<file path="src/hw/rtl/pfa_pkg.sv">
// pfa_pkg: shared types and codes for the page frame allocator
// no dependencies

package pfa_pkg;

    typedef enum logic [1:0] {
        K_REGION = 2'd0,
        K_ENABLE = 2'd1,
        K_ALLOC  = 2'd2,
        K_FREE   = 2'd3
    } t_kind;

    localparam logic [2:0] ST_NONE     = 3'd0;
    localparam logic [2:0] ST_FREE     = 3'd1;
    localparam logic [2:0] ST_USED     = 3'd2;
    localparam logic [2:0] ST_RESERVED = 3'd3;
    localparam logic [2:0] ST_ACPI     = 3'd4;
    localparam logic [2:0] ST_NVS      = 3'd5;

    localparam logic [2:0] RT_RAM      = 3'd0;
    localparam logic [2:0] RT_RESERVED = 3'd1;
    localparam logic [2:0] RT_ACPI     = 3'd2;
    localparam logic [2:0] RT_NVS      = 3'd3;

    localparam int unsigned LOW_LIMIT  = 256;
    localparam logic [15:0] FIRST_RESET = 16'd256;

    typedef struct packed {
        logic [1:0]  kind;
        logic [15:0] start_frame;
        logic [16:0] frame_count;
        logic [2:0]  region_type;
    } t_in_item;

    typedef struct packed {
        logic [15:0] frame;
        logic        status;
    } t_out_item;

    typedef enum logic [2:0] {
        S_CLEAR,
        S_IDLE,
        S_FILL,
        S_SCAN,
        S_SCAN_WAIT,
        S_DONE
    } t_state;

endpackage

</file>
<file path="src/hw/rtl/pfa_ctrl.sv">
// pfa_ctrl: sequencer for region marks, fills, first-fit scans and frees
// depends on pfa_pkg; drives one pfa_ram holding the frame status table

module pfa_ctrl #(
    parameter int FRAMES = 65536
) (
    input  logic               i_clk,
    input  logic               i_rst_n,
    input  logic               i_cfg_we,
    input  logic [15:0]        i_cfg_wdata,
    input  logic               i_in_valid,
    output logic               o_in_ready,
    input  pfa_pkg::t_in_item  i_in_data,
    output logic               o_out_valid,
    input  logic               i_out_ready,
    output pfa_pkg::t_out_item o_out_data,
    output logic               o_we,
    output logic [$clog2(FRAMES)-1:0] o_waddr,
    output logic [2:0]         o_wdata,
    output logic [$clog2(FRAMES)-1:0] o_raddr,
    input  logic [2:0]         i_rdata
);
    import pfa_pkg::*;

    localparam int AW = $clog2(FRAMES);
    // wide enough for frame counts and 16-bit starts at any table size
    localparam int PW = (AW + 1 > 17) ? AW + 1 : 17;
    localparam logic [PW-1:0] FR = PW'(FRAMES);

    t_state r_state, n_state;
    logic [PW-1:0] r_ptr, n_ptr;       // clear/fill address or scan address
    logic [PW-1:0] r_end, n_end;       // fill end or scan top
    logic [2:0]    r_code, n_code;
    logic [PW-1:0] r_run, n_run;
    logic [PW-1:0] r_n, n_n;
    logic          r_alloc, n_alloc;   // fill belongs to a found run
    logic          r_en, n_en;
    logic [PW-1:0] r_bump, n_bump;
    logic [PW-1:0] r_top, n_top;
    logic [PW-1:0] r_hint, n_hint;
    t_out_item     r_out, n_out;

    logic [PW:0]   w_end_raw;
    logic [PW-1:0] w_end_clip;

    always_comb begin
        w_end_raw  = (PW+1)'(i_in_data.start_frame) + (PW+1)'(i_in_data.frame_count);
        w_end_clip = (w_end_raw > (PW+1)'(FRAMES)) ? FR : w_end_raw[PW-1:0];
    end

    always_ff @(posedge i_clk) begin
        if (!i_rst_n) begin
            r_state <= S_CLEAR;
            r_ptr   <= '0;
            r_en    <= 1'b0;
            r_bump  <= PW'(FIRST_RESET);
            r_top   <= '0;
            r_hint  <= '0;
        end else begin
            r_state <= n_state;
            r_ptr   <= n_ptr;
            r_en    <= n_en;
            r_bump  <= n_bump;
            r_top   <= n_top;
            r_hint  <= n_hint;
        end
    end

    always_ff @(posedge i_clk) begin
        r_end   <= n_end;
        r_code  <= n_code;
        r_run   <= n_run;
        r_n     <= n_n;
        r_alloc <= n_alloc;
        r_out   <= n_out;
    end

    always_comb begin
        n_state = r_state;
        n_ptr   = r_ptr;
        n_end   = r_end;
        n_code  = r_code;
        n_run   = r_run;
        n_n     = r_n;
        n_alloc = r_alloc;
        n_en    = r_en;
        n_bump  = r_bump;
        n_top   = r_top;
        n_hint  = r_hint;
        n_out   = r_out;
        o_in_ready  = 1'b0;
        o_out_valid = 1'b0;
        o_we    = 1'b0;
        o_waddr = r_ptr[AW-1:0];
        o_wdata = r_code;
        o_raddr = r_ptr[AW-1:0];

        if (i_cfg_we) begin
            if (!r_en) begin
                n_bump = PW'(i_cfg_wdata);
            end
        end

        case (r_state)
            S_CLEAR: begin
                o_we    = 1'b1;
                o_wdata = ST_NONE;
                n_ptr   = r_ptr + 1'b1;
                if (r_ptr == FR - 1'b1) begin
                    n_state = S_IDLE;
                end
            end
            S_IDLE: begin
                o_in_ready = 1'b1;
                if (i_in_valid) begin
                    n_out   = '0;
                    n_state = S_DONE;
                    n_alloc = 1'b0;
                    case (t_kind'(i_in_data.kind))
                        K_REGION: begin
                            if (w_end_raw >= (PW+1)'(LOW_LIMIT)
                                    && i_in_data.region_type <= RT_NVS) begin
                                n_ptr   = PW'(i_in_data.start_frame);
                                n_end   = w_end_clip;
                                n_state = S_FILL;
                                case (i_in_data.region_type)
                                    RT_RAM:      n_code = ST_FREE;
                                    RT_RESERVED: n_code = ST_RESERVED;
                                    RT_ACPI:     n_code = ST_ACPI;
                                    default:     n_code = ST_NVS;
                                endcase
                                if (i_in_data.region_type == RT_RAM) begin
                                    n_top = w_end_clip;
                                end
                            end
                        end
                        K_ENABLE: begin
                            if (!r_en) begin
                                n_en   = 1'b1;
                                n_hint = r_bump;
                            end
                        end
                        K_ALLOC: begin
                            if (i_in_data.frame_count == '0) begin
                                n_out.status = 1'b1;
                            end else if (!r_en) begin
                                if ((PW+1)'(r_bump) + (PW+1)'(i_in_data.frame_count)
                                        > (PW+1)'(FRAMES)) begin
                                    n_out.status = 1'b1;
                                end else begin
                                    n_out.frame = r_bump[15:0];
                                    n_bump = PW'((PW+1)'(r_bump)
                                        + (PW+1)'(i_in_data.frame_count));
                                end
                            end else begin
                                n_ptr   = r_hint;
                                n_end   = (r_top > FR) ? FR : r_top;
                                n_run   = '0;
                                n_n     = PW'(i_in_data.frame_count);
                                n_state = S_SCAN;
                            end
                        end
                        default: begin
                            n_ptr   = PW'(i_in_data.start_frame);
                            n_end   = w_end_clip;
                            n_code  = ST_FREE;
                            n_state = S_FILL;
                            if (r_hint > PW'(i_in_data.start_frame)) begin
                                n_hint = PW'(i_in_data.start_frame);
                            end
                        end
                    endcase
                end
            end
            S_FILL: begin
                if (r_ptr < r_end) begin
                    o_we  = 1'b1;
                    n_ptr = r_ptr + 1'b1;
                end else begin
                    if (r_alloc) begin
                        n_hint = r_end;
                    end
                    n_state = S_DONE;
                end
            end
            S_SCAN: begin
                // issue read of r_ptr; data arrives next cycle
                if (r_ptr < r_end) begin
                    n_state = S_SCAN_WAIT;
                end else begin
                    n_out.status = 1'b1;
                    n_state = S_DONE;
                end
            end
            S_SCAN_WAIT: begin
                n_state = S_SCAN;
                n_ptr   = r_ptr + 1'b1;
                if (i_rdata == ST_FREE) begin
                    n_run = r_run + 1'b1;
                    if (r_run + 1'b1 == r_n) begin
                        // found: fill run with used, hint past it
                        n_end   = r_ptr + 1'b1;
                        n_ptr   = r_ptr + 1'b1 - r_n;
                        n_out.frame = n_ptr[15:0];
                        n_code  = ST_USED;
                        n_alloc = 1'b1;
                        n_state = S_FILL;
                    end
                end else begin
                    n_run = '0;
                end
            end
            S_DONE: begin
                o_out_valid = 1'b1;
                if (i_out_ready) begin
                    n_state = S_IDLE;
                end
            end
            default: n_state = S_IDLE;
        endcase
    end

    assign o_out_data = r_out;

    a_no_accept_busy: assert property (@(posedge i_clk) disable iff (!i_rst_n)
        (r_state != S_IDLE) |-> !o_in_ready)
        else $error("input taken while busy");
    a_out_only_done: assert property (@(posedge i_clk) disable iff (!i_rst_n)
        o_out_valid |-> (r_state == S_DONE))
        else $error("result shown outside done");
    a_out_hold: assert property (@(posedge i_clk) disable iff (!i_rst_n)
        (o_out_valid && !i_out_ready) |=> (o_out_valid && $stable(o_out_data)))
        else $error("stalled result changed");
    a_run_bound: assert property (@(posedge i_clk) disable iff (!i_rst_n)
        (r_state == S_SCAN_WAIT) |-> (r_run < r_n))
        else $error("run count passed request");
endmodule

</file>
<file path="config.mk">
export PLATFORM = sky130hd
export DESIGN_NAME = pfa_ctrl
export DESIGN_NICKNAME = d
export VERILOG_FILES = /design/src/hw/rtl/pfa_pkg.sv /design/src/hw/rtl/pfa_ctrl.sv
export SDC_FILE = /design/constraint.sdc
export NUM_CORES = 1
export LEC_CHECK = 0
export BUFFER_PORTS_ARGS = -buffer_cell sky130_fd_sc_hd__buf_2
export CORE_UTILIZATION = 26
export CTS_CLUSTER_DIAMETER = 150
export CTS_CLUSTER_SIZE = 30
export DETAILED_ROUTE_END_ITERATION = 8
export MAX_ROUTING_LAYER = met4
export SYNTH_ARGS = -nofsm -noshare
export SYNTH_HDL_FRONTEND = slang
export SYNTH_SLANG_ARGS = --single-unit
</file>
<file path="constraint.sdc">
create_clock -name i_clk -period 6.65 [get_ports i_clk]
set_input_delay 1.33 -clock i_clk [delete_from_list [all_inputs] [get_ports i_clk]]
set_output_delay 1.33 -clock i_clk [all_outputs]
set_load 0.1 [all_outputs]
</file>
# After elaboration in Yosys (flattened, before gate mapping)
# Cells that the tools add are included.
# totals
inputBits	62
wordCells	160
mem_bits_rw	0
n_memories	0
latch_bits	0
regBits	144
output_inout_bits	55
romBits	0
# op_classes
n_lt_le_gt_ge	7
reduce_logical	22
shift	0
n_eq_ne	32
n_bitwise	1
add_sub_neg	5
mul	0
div_mod_pow	0
n_mux	80
# op_table
cell	n
$mux 17	36
$pmux 17 s2	4
$pmux 17 s3	2
$pmux 17 s4	1
$mux 16	4
$gt 18x17->1 const B	2
$mux 3	12
$add 17x1->17 const B	2
$pmux 16 s2	1
$ne 2x2->1 const B	14
$add 16x17->18	1
$add 17x17->18	1
$ge 18x9->1 const B	1
$pmux 3 s3	2
$pmux 3 s6	1
$eq 17x16->1 const B	1
$eq 17x17->1	1
$gt 17x16->1	1
$gt 17x17->1 const B	1
$logic_not 17->1	1
$lt 17x17->1	1
$sub 17x17->17	1
$reduce_and 5->1	3
$reduce_and 7->1	2
23 further kinds	51

# Depth between registers and ports, before layout
# Gate-level depths: netlist of run 1.
# logic_depth
depth_word	8
mapped_depth	17

# Worst setup path before layout of run 1
# No wires, ideal clock.
# synth_path
path_type	input-to-reg
from	input i_in_data[3] in the netlist's numbering
to	register r_end[0], enable pin
t_arrival_ps	4466
slack_ps	1785
path_stages	11
n_path_buf	0
cell_sequence	ha_1 > fa_1 > a211oi_1 > o21ai_1 > o211ai_1 > a32oi_1 > xnor2_1 > and3_1 > a41oi_1 > nand2_1 > a2bb2oi_1
# synth_between
elab_chain_cells	5
# synth_lines
item	line_no	rtl
from (decl)	pfa_ctrl.sv:13	input pfa_pkg::t_in_item i_in_data,
$add 16x17->18	pfa_ctrl.sv:47	w_end_raw = (PW+1)'(i_in_data.start_frame) + (PW+1)'(i_in_data.frame_count);
$ge 18x9->1	pfa_ctrl.sv:121	if (w_end_raw >= (PW+1)'(LOW_LIMIT)
$logic_and 1x1->1	pfa_ctrl.sv:122	&& i_in_data.region_type <= RT_NVS) begin
$ne 3x3->1 (no source line)	--	
$reduce_and 8->1 (no source line) (*)	--	
to (signal assigned)	pfa_ctrl.sv:70	r_end <= n_end;
to (decl)	pfa_ctrl.sv:32	logic [PW-1:0] r_end, n_end;
# Mark *: on every way between the ends. The rest lies on a longest branch, timed or not.
# A chain may end at the register's enable or synchronous reset.

# Worst setup path in the final report of run 1
# layout_path
from	input i_in_data[3] in the netlist's numbering
to	register r_end[4], data pin
# layout_between
elab_chain_cells	7
# layout_lines
item	line_no	rtl
$add 16x17->18 (*)	pfa_ctrl.sv:47	
$gt 18x17->1	pfa_ctrl.sv:48	w_end_clip = (w_end_raw > (PW+1)'(FRAMES)) ? FR : w_end_raw[PW-1:0];
$mux 17 (*)	pfa_ctrl.sv:48	
$mux 17	pfa_ctrl.sv:121	
$pmux 17 s3 (*)	pfa_ctrl.sv:119	case (t_kind'(i_in_data.kind))
$mux 17 (*)	pfa_ctrl.sv:115	if (i_in_valid) begin
$pmux 17 s2 (*)	pfa_ctrl.sv:104	case (r_state)
named net n_end[4]	pfa_ctrl.sv:32	
# The timed path passes the listed nets; every way through them passes the cells marked *. The select of a mux whose other input is x is not followed.

==> results of run 1 <==
[logic make-up (layout without fill, tap and decap cells)]
| logic type | Yosys count | in the layout |
|---|---|---|
| buffers and inverters | 181 | 252 |
| other | 0 | 2 |
| flip-flops | 144 | 144 |
| multiplexers | 56 | 56 |
| AND/OR/NAND/NOR | 429 | 429 |
| AO/OA/AOI/OAI | 357 | 357 |
| adder cells (fa/ha/maj) | 92 | 92 |
| XOR/XNOR | 76 | 76 |
[path summary, 6_finish.rpt]
path,slack (ns),cells after the start,to
setup reg to reg,2.24,14,r_ptr[11]$_SDFFE_PN0P_
setup / recovery,1.73,12,r_end[4]$_DFFE_PP_
hold reg to reg,0.48,2,r_top[5]$_SDFFE_PN0P_
hold / removal,0.48,2,r_top[5]$_SDFFE_PN0P_
[cell usage in the layout (no fill, tap or decap), types with 9 or more instances in the layout]
master | synthesis | layout
nor2_1 | 126 | 126
buf_2 | 8 | 116
inv_1 | 89 | 89
ha_1 | 88 | 88
a21oi_1 | 86 | 86
nand2_1 | 79 | 79
edfxtp_1 | 72 | 72
dfxtp_1 | 72 | 72
o21ai_0 | 57 | 56
mux2i_1 | 52 | 52
nand3_1 | 50 | 50
xnor2_1 | 47 | 47
nor3_1 | 29 | 29
a211oi_1 | 29 | 29
xor2_1 | 28 | 28
a21o_1 | 27 | 27
nand4_1 | 22 | 22
o31ai_1 | 22 | 22
nor4_1 | 20 | 20
nand2b_1 | 19 | 19
and3_1 | 17 | 17
nor2b_1 | 18 | 17
clkbuf_16 | 0 | 17
a31oi_1 | 15 | 15
o211ai_1 | 14 | 14
buf_4 | 33 | 13
o21a_1 | 12 | 12
a22o_1 | 12 | 12
a22oi_1 | 9 | 9
[per-layer routing]
| layer | GRT usage, % | vias up |
|---|---|---|
| met3 | 2.908 | 92 |
| met5 | - | - |
| li1 | - | 5007 |
| met2 | 30.52 | 516 |
| met4 | 9.270 | 0 |
| met1 | 26.07 | 5137 |
[flip-flops by register name, indices dropped and copies added (netlist names)]
| signal | cells |
|---|---|
| r_alloc | 1 |
| r_ptr | 17 |
| r_en | 1 |
| r_end | 17 |
| r_state | 3 |
| r_hint | 17 |
| r_bump | 17 |
| r_n | 17 |
| r_run | 17 |
| r_top | 17 |
| o_out_data | 17 |
| r_code | 3 |
[cell type report]
cell class | instances | area [um^2]
antenna | 2 | 5.005
clock buffer | 17 | 425.4
clock inverter | 15 | 230.2
fill | 4587 | 30160
inverter | 91 | 341.6
multi-input combinational | 1010 | 6997
sequential | 144 | 3603
tap | 585 | 732.0
timing repair buffer | 129 | 678.2
[worst register-to-register path, cell delays in order (launching register included)]
cell	delay, ns
dfxtp_1	0.61
ha_1	0.36
nand2_1	0.10
xnor2_1	0.65
ha_1	0.43
a211o_1	0.32
nor3_1	0.14
a21oi_1	0.14
a41oi_1	0.33
nor2b_1	0.20
xor2_1	0.15
nor2_1	0.08
nand2b_1	0.17
a221oi_1	0.44
a211oi_1	0.14
[where the power goes]
part           switching, mW  internal (mW)
Clock                  0.419          0.672
Sequential            0.0234          0.936
Combinational          0.262          0.142
Total                  0.705           1.75
==> flow_summary.toml, run 1 <==
[finish]
nets = 1546
area_delta_synth_final_pct = 14.02
design_area_mm2 = 0.01301
final_util_pct = 30.14
final_cells = 1993
drive_above_1_share_pct = 13.23

[yosys]
synthMuxAreaShare_pct = 4.978
async_flop_share_pct = 0
seq_area_frac_synth_pct = 31.58
netlist.area_leader.share_pct = 18.95
synth_area_per_cell_um2 = 8.548
syn_area_mm2 = 0.01141
synth_compound_area_share_pct = 20.98
yosysTopAreaCell = "edfxtp_1"
synth_cell_types = 81
netlist_instances = 1335
synth_edf_count = 72
synth_top_family_by_area = "compound AO/OA/AOI/OAI gates"
syn_nets = 1488
synth_most_common_cell = "nor2_1"
ys_ff_latch = 144
synth_area_leaders = "edfxtp_1, dfxtp_1, ha_1"
yosys.area_share.simple_pct = 19.05
yosys.area_share.xor_xnor_pct = 5.953
synth_flop_cell = "edfxtp_1"
ys_warn_count = 0
synth_top_cells_by_count = "nor2_1, inv_1, ha_1, a21oi_1, nand2_1"
yosys.area_share.adder_pct = 10.26

[sta]
max_slew_margin_pct = 18.73
maxSlewViolCount = 0
finalHoldViolations = 0
max_freq_ghz = 0.2034
worst_pin_slew_ns = 1.210
rsz0062_at_grt = "false"
timing.clock.skew_ns = 0.01073
finalCritPeriodShare_pct = 73.94
tns_ns = 0
post-route-min-period_ns = 4.917
setup_viol = 0
setup_ws_ns = 1.733
holdWs_ns = 0.4769

[power_and_ir_drop]
design_power_total_mw = 2.455
p_leak_nw = 5.452
p_per_area_mw_per_mm2 = 188.6
peakVddDrop_mv = 0.1647

[detailed_routing]
top_layer_used = "met4"
vias = 10752
drc_errors = 0
firstDrtPassIters = 5
antenna_left = 0
wire_per_inst_um = 21.73
wl_met1_um = 19050
wl_met3_um = 3163
met2_length_um = 19190
wl_um = 43300
via_per_inst = 5.395
drtIter0Drc = 1163

[die]
num_io_pins = 117
die_area_mm2 = 0.04473
fp-row-count = 76
design.core.area_mm2 = 0.04317
fp.dieH_um = 211.5
start_util_pct = 26.43
die_width_um = 211.5

[clock_tree]
htreeDepth = 4
cts_resized = 0
cts.sinks = 144
cts_buffer_depth = 2
root_buffer = "clkbuf_16"
cts_buffers = 17
clkSlewWorstSetupHoldPaths_ns = 0.06
cts_setup_buffers = 0
clock_latency_ns = 0.44
cts_tree = "yes"
ctsHoldBuffers = 0

[hold_path]
min_path_type = "reg2reg"
min-delay-start = "r_top[5]$_SDFFE_PN0P_"

[place]
place_area_mm2 = 0.01235
post-dp-hpwl_um = 34240
place_ws_ns = 1.376
gp_congestion = 0.9832
dp.cells = 1959
portBuffers = 116

[worst_setup_path]
worstReg2RegStart = "r_ptr[0]$_SDFFE_PN0P_"
slowest_stage = "nor3_1"
path_buf_inv = 1
arrival_ns = 5.21
crit_fanout = 11
worst-setup-path-type = "in2reg"
cpPeakStageDelay_ns = 0.97
cp.required_ns = 6.94
path_cells = "buf_2 > ha_1 > fa_1 > a211oi_1 > o21ai_1 > o21ai_1 > nand3b_1 > a31oi_1 > nor4_2 > a31oi_1 > nor3_1 > a221o_1"
cp_top_family = "simple AND/OR/NAND/NOR gates"
worstSetupStartpointType = "primary input"
cp-end-kind = "flop"
critPathLaunch = "i_in_data[3]"

[grt]
antenna_found_initial = 2
grt_pass1_wl_um = 64110
grt_start_max_net_pins = 53
track_usage_pct = 20.02
grt_pass1_vias = 10045
grt_overflow_total = 0

[status]
outcome = "completed"

[run]
cap_violations = 0
No activity file was read; power rests on OpenSTA's default activity.
==> run 2: changes to the inputs <==
- clock period: 6.65 -> 5.1 ns (I/O delays scaled with it)
==> run 2 against run 1 <==
Critical path depth increased by 2. First-iteration DRC count increased by 11%. Sequential power increased by 30%. Cell area about the same. Flip-flop and latch count unchanged. Cell count increased by 0.45%. Via count increased by 1.0%. Largest cell class unchanged. Largest power group is now registers. Highest routed layer unchanged.
==> flow_summary.toml, run 2 (synthesis results as in run 1) <==
[status]
outcome = "completed"

[die]
die_width_um = 211.5
fp-row-count = 76
die_area_mm2 = 0.04473
design.core.area_mm2 = 0.04317
start_util_pct = 26.43
fp.dieH_um = 211.5
num_io_pins = 117

[sta]
maxSlewViolCount = 0
max_slew_margin_pct = 18.42
setup_ws_ns = 0.4684
timing.clock.skew_ns = 0.007818
finalCritPeriodShare_pct = 90.82
rsz0062_at_grt = "false"
post-route-min-period_ns = 4.632
setup_viol = 0
max_freq_ghz = 0.2159
finalHoldViolations = 0
worst_pin_slew_ns = 1.224
tns_ns = 0

[hold_path]
min_path_type = "reg2reg"

[finish]
nFillCells = 4637
final_common_cell = "nor2_1"
final_cell_mix = "nor2_1, buf_2, inv_1"
nets = 1556
drive_above_1_share_pct = 13.91
area_delta_synth_final_pct = 14.03
final_util_pct = 30.14

[run]
cap_violations = 0

[clock_tree]
cts_buffers = 17
root_buffer = "clkbuf_16"
ctsHoldBuffers = 0
cts_tree = "yes"
clock_latency_ns = 0.44
cts_buffer_depth = 2
clkSlewWorstSetupHoldPaths_ns = 0.07
cts_setup_buffers = 0
cts.sinks = 144
htreeDepth = 4
cts_resized = 0

[grt]
grt_overflow_total = 0
grt_start_max_net_pins = 40
antenna_found_initial = 1
grt_pass1_vias = 10223
track_usage_pct = 20.22
grt_pass1_wl_um = 65160

[power_and_ir_drop]
p_leak_nw = 5.476
design_power_total_mw = 3.033
swShare_pct = 30.70
comb_power_share_pct = 17.8
intPower_mw = 2.102
p_clk_share_pct = 41.0
p_per_area_mw_per_mm2 = 233.1
p_switching_uw = 931.3
p_seq_share_pct = 41.1
peakVddDrop_mv = 0.1758

[detailed_routing]
wl_um = 43750
via_per_inst = 5.425
drc_errors = 0
firstDrtPassIters = 6
vias = 10861
antenna_left = 0
wire_per_inst_um = 21.85
drtIter0Drc = 1286

[worst_setup_path]
cp-end-kind = "flop"
worstSetupStartpointType = "flop"
crit_fanout = 10
cp.required_ns = 5.40
arrival_ns = 4.93
worst-setup-path-type = "reg2reg"

[place]
post-dp-hpwl_um = 34580
portBuffers = 116
place_ws_ns = 0.4309
gp_congestion = 0.9759
## run 2: changes by cell type in the layout (fill, tap and decap cells not counted)
cell / previous run / this run
buf_12: 0 / 1
buf_4: 13 / 22
bufinv_16: 5 / 1
clkbuf_8: 0 / 1
clkinv_1: 3 / 2
clkinv_2: 1 / 4
diode_2: 2 / 1
inv_8: 1 / 2
## run 2: final cells by class
cell class | count | area [um^2] | area share (%)
Tap cell | 585 | 732.0 | 5.624
Inverter | 91 | 341.6 | 2.625
Clock buffer | 18 | 439.2 | 3.375
Sequential cell | 144 | 3603 | 27.69
Multi-Input combinational cell | 1010 | 6997 | 53.76
Antenna cell | 1 | 2.502 | 0.01923
Timing Repair Buffer | 139 | 765.7 | 5.884
Clock inverter | 14 | 132.6 | 1.019
## run 2: stage by stage
step	cells	area [um^2]	hold slack [ns]
floorplan	1335	11410	0.4443
global placement	1969	12440	0.4685
detailed placement	1969	12440	0.4763
CTS	2001	13010	0.4841
global route	2002	13010	0.5041
finish	2002	13010	0.4846
## run 2: routing by layer
layer / GRT usage [%] / share of wire (%) / up-vias
met5: - / 0 / -
met2: 31.56 / 45 / 496
met1: 26.15 / 44 / 5232
li1: - / - / 5039
met4: 8.171 / 3.8 / 0
met3: 2.982 / 6.6 / 94
## run 2: power groups by stage
stage	registers [mW]	clock network [mW]	logic [mW]
2_1_floorplan	1.26	0	0.357
3_3_place_gp	1.27	0	0.525
3_5_place_dp	1.27	0	0.527
4_1_cts	1.25	1.26	0.530
5_1_grt	1.25	1.30	0.579
6_report	1.25	1.24	0.541
## run 2: final timing paths
path | start | depth (start not counted) | slack, ns | to
max | r_ptr[0]$_SDFFE_PN0P_ | 14 | 0.47 | r_ptr[11]$_SDFFE_PN0P_
min | r_top[6]$_SDFFE_PN0P_ | 2 | 0.48 | r_top[6]$_SDFFE_PN0P_
max reg2reg | r_ptr[0]$_SDFFE_PN0P_ | 14 | 0.47 | r_ptr[11]$_SDFFE_PN0P_
min reg2reg | r_top[6]$_SDFFE_PN0P_ | 2 | 0.48 | r_top[6]$_SDFFE_PN0P_
## run 2: worst max-delay path: stages (launching register included)
cell and delay, ns:
dfxtp_1 0.68, ha_1 0.39, nand2_1 0.12, xnor2_1 0.69, ha_1 0.43, a211o_1 0.30
nor3_1 0.14, a21oi_1 0.13, a41oi_1 0.36, nor2b_1 0.20, xor2_1 0.17, nor2_1 0.08
nand2b_1 0.16, a221oi_1 0.50, a211oi_1 0.15
==> run 3: changes to the inputs <==
- CTS_BUF_LIST: unset -> sky130_fd_sc_hd__clkbuf_16
==> run 3 against run 2 <==
Setup slack lost 0.057 ns. Non-clock buffer count did not move. Critical path depth is the same. Clock power about the same. Sequential share of layout area barely moved. Combinational power is essentially flat. Cell area is essentially flat. First-iteration DRC count decreased by 7.0%. Global-route usage barely moved. Routed wire length barely moved. Critical endpoint unchanged. Largest power group unchanged.
==> flow_summary.toml, run 3 (synthesis results as in run 1) <==
[worst_setup_path]
crit_path_frequent_cell = "ha_1"
worstSetupStartpointType = "flop"
cp-end-kind = "flop"
crit_fanout = 11
cp_top_family = "compound AO/OA/AOI/OAI gates"
arrival_ns = 4.98
slowest_stage = "dfxtp_1"
cpPeakStageDelay_ns = 0.73
path_buf_inv = 0
cp.required_ns = 5.39
worst-setup-path-type = "reg2reg"
path_cells = "ha_1 > nand2_1 > xnor2_1 > ha_1 > a211o_1 > nor3_1 > a21oi_1 > a41oi_1 > nor2b_1 > xor2_1 > nor2_1 > nand2b_1 > a221oi_1 > a211oi_1"

[finish]
seq_area_mm2 = 0.003603
area_delta_synth_final_pct = 13.97
nets = 1556
final_util_pct = 30.13
final_cell_mix = "nor2_1, buf_2, inv_1"
final_common_cell = "nor2_1"
drive_above_1_share_pct = 13.84
design_area_mm2 = 0.01301
multi_input_comb_area_mm2 = 0.006997
nFillCells = 4639

[clock_tree]
clkSlewWorstSetupHoldPaths_ns = 0.07
cts.sinks = 144
clock_latency_ns = 0.44
cts_setup_buffers = 0
htreeDepth = 4
root_buffer = "clkbuf_16"
cts_resized = 0
cts_buffers = 17
cts_buffer_depth = 2
cts_tree = "yes"
ctsHoldBuffers = 0

[detailed_routing]
via_per_inst = 5.438
wl_um = 43770
drtIter0Drc = 1196
firstDrtPassIters = 5
antenna_left = 0
wire_per_inst_um = 21.85
drc_errors = 0
vias = 10893

[die]
start_util_pct = 26.43
design.core.area_mm2 = 0.04317
fp-row-count = 76
fp.dieH_um = 211.5
die_area_mm2 = 0.04473
die_width_um = 211.5
num_io_pins = 117

[power_and_ir_drop]
peakVddDrop_mv = 0.1733
p_per_area_mw_per_mm2 = 232.2
p_leak_nw = 5.471
design_power_total_mw = 3.020

[sta]
max_slew_margin_pct = 18.46
maxSlewViolCount = 0
worst_pin_slew_ns = 1.223
holdWs_ns = 0.4893
setup_viol = 0
timing.clock.skew_ns = 0.008272
tns_ns = 0
post-route-min-period_ns = 4.688
max_freq_ghz = 0.2133
finalHoldViolations = 0
finalCritPeriodShare_pct = 91.93
rsz0062_at_grt = "false"

[grt]
grt_pass1_wl_um = 65160
grt_use_met1_pct = 26.09
grt_overflow_total = 0
track_usage_pct = 20.21
grt-busiest-layer = "met2"
met3_usage_pct = 3.011
antenna_found_initial = 1
grt_pass1_vias = 10220
grt_start_max_net_pins = 40
use_met2_pct = 31.52

[hold_path]
min_path_type = "reg2reg"

[place]
place_area_mm2 = 0.01244
post-dp-hpwl_um = 34580
portBuffers = 116
gp_congestion = 0.9759

[run]
cap_violations = 0

[status]
outcome = "completed"
run 3: cell types whose count changed in the layout (fill, tap and decap cells not counted), sizes merged:
cell    before  now
clkinv       9   10
diode        1    2
clkbuf      18   17
run 3: layout make-up:
class	instances	area share [%]
Timing Repair Buffer	139	5.887
Inverter	91	2.626
Clock buffer	17	3.271
Sequential cell	144	27.71
Multi-Input combinational cell	1010	53.80
Clock inverter	15	1.049
Tap cell	585	5.628
Antenna cell	2	0.03848
run 3: routing by layer:
layer,vias to the layer above,part of all wire [%]
met1,5244,43
met4,0,3.9
met2,518,45
li1,5036,-
met5,-,0
met3,95,7.2
run 3: worst reg2reg max path: cells and delay by family, from the launching register on:
kind / cells / cell delay (ns)
AND/OR/NAND/NOR: 5 / 0.70
flip-flops: 1 / 0.73
adder cells (fa/ha/maj): 2 / 0.83
XOR/XNOR: 2 / 0.86
AO/OA/AOI/OAI: 5 / 1.44
run 3: path summary, 6_finish.rpt:
path / end / cells after the start / start / slack [ns]
worst max-delay path: r_ptr[11]$_SDFFE_PN0P_ / 14 / r_ptr[0]$_SDFFE_PN0P_ / 0.41
worst min-delay path: r_top[14]$_SDFFE_PN0P_ / 2 / r_top[14]$_SDFFE_PN0P_ / 0.49
worst max register to register: r_ptr[11]$_SDFFE_PN0P_ / 14 / r_ptr[0]$_SDFFE_PN0P_ / 0.41
worst min register to register: r_top[14]$_SDFFE_PN0P_ / 2 / r_top[14]$_SDFFE_PN0P_ / 0.49
run 3: through the flow:
step                      setup WS [ns]  std cells
after detailed placement         0.4309       1969
after CTS                        0.6615       2001
after floorplan                  0.5450       1335
after global placement           0.5078       1969
final                            0.4117       2003
after global routing             0.3785       2002
run 3: power by group:
| part | switching (mW) | internal [mW] | leakage (nW) | total [mW] |
|---|---|---|---|---|
| Sequential | 0.0281 | 1.22 | 1.22 | 1.25 |
| Clock | 0.552 | 0.678 | 0.279 | 1.23 |
| Combinational | 0.353 | 0.188 | 3.97 | 0.541 |
| Total | 0.932 | 2.09 | 5.47 | 3.02 |
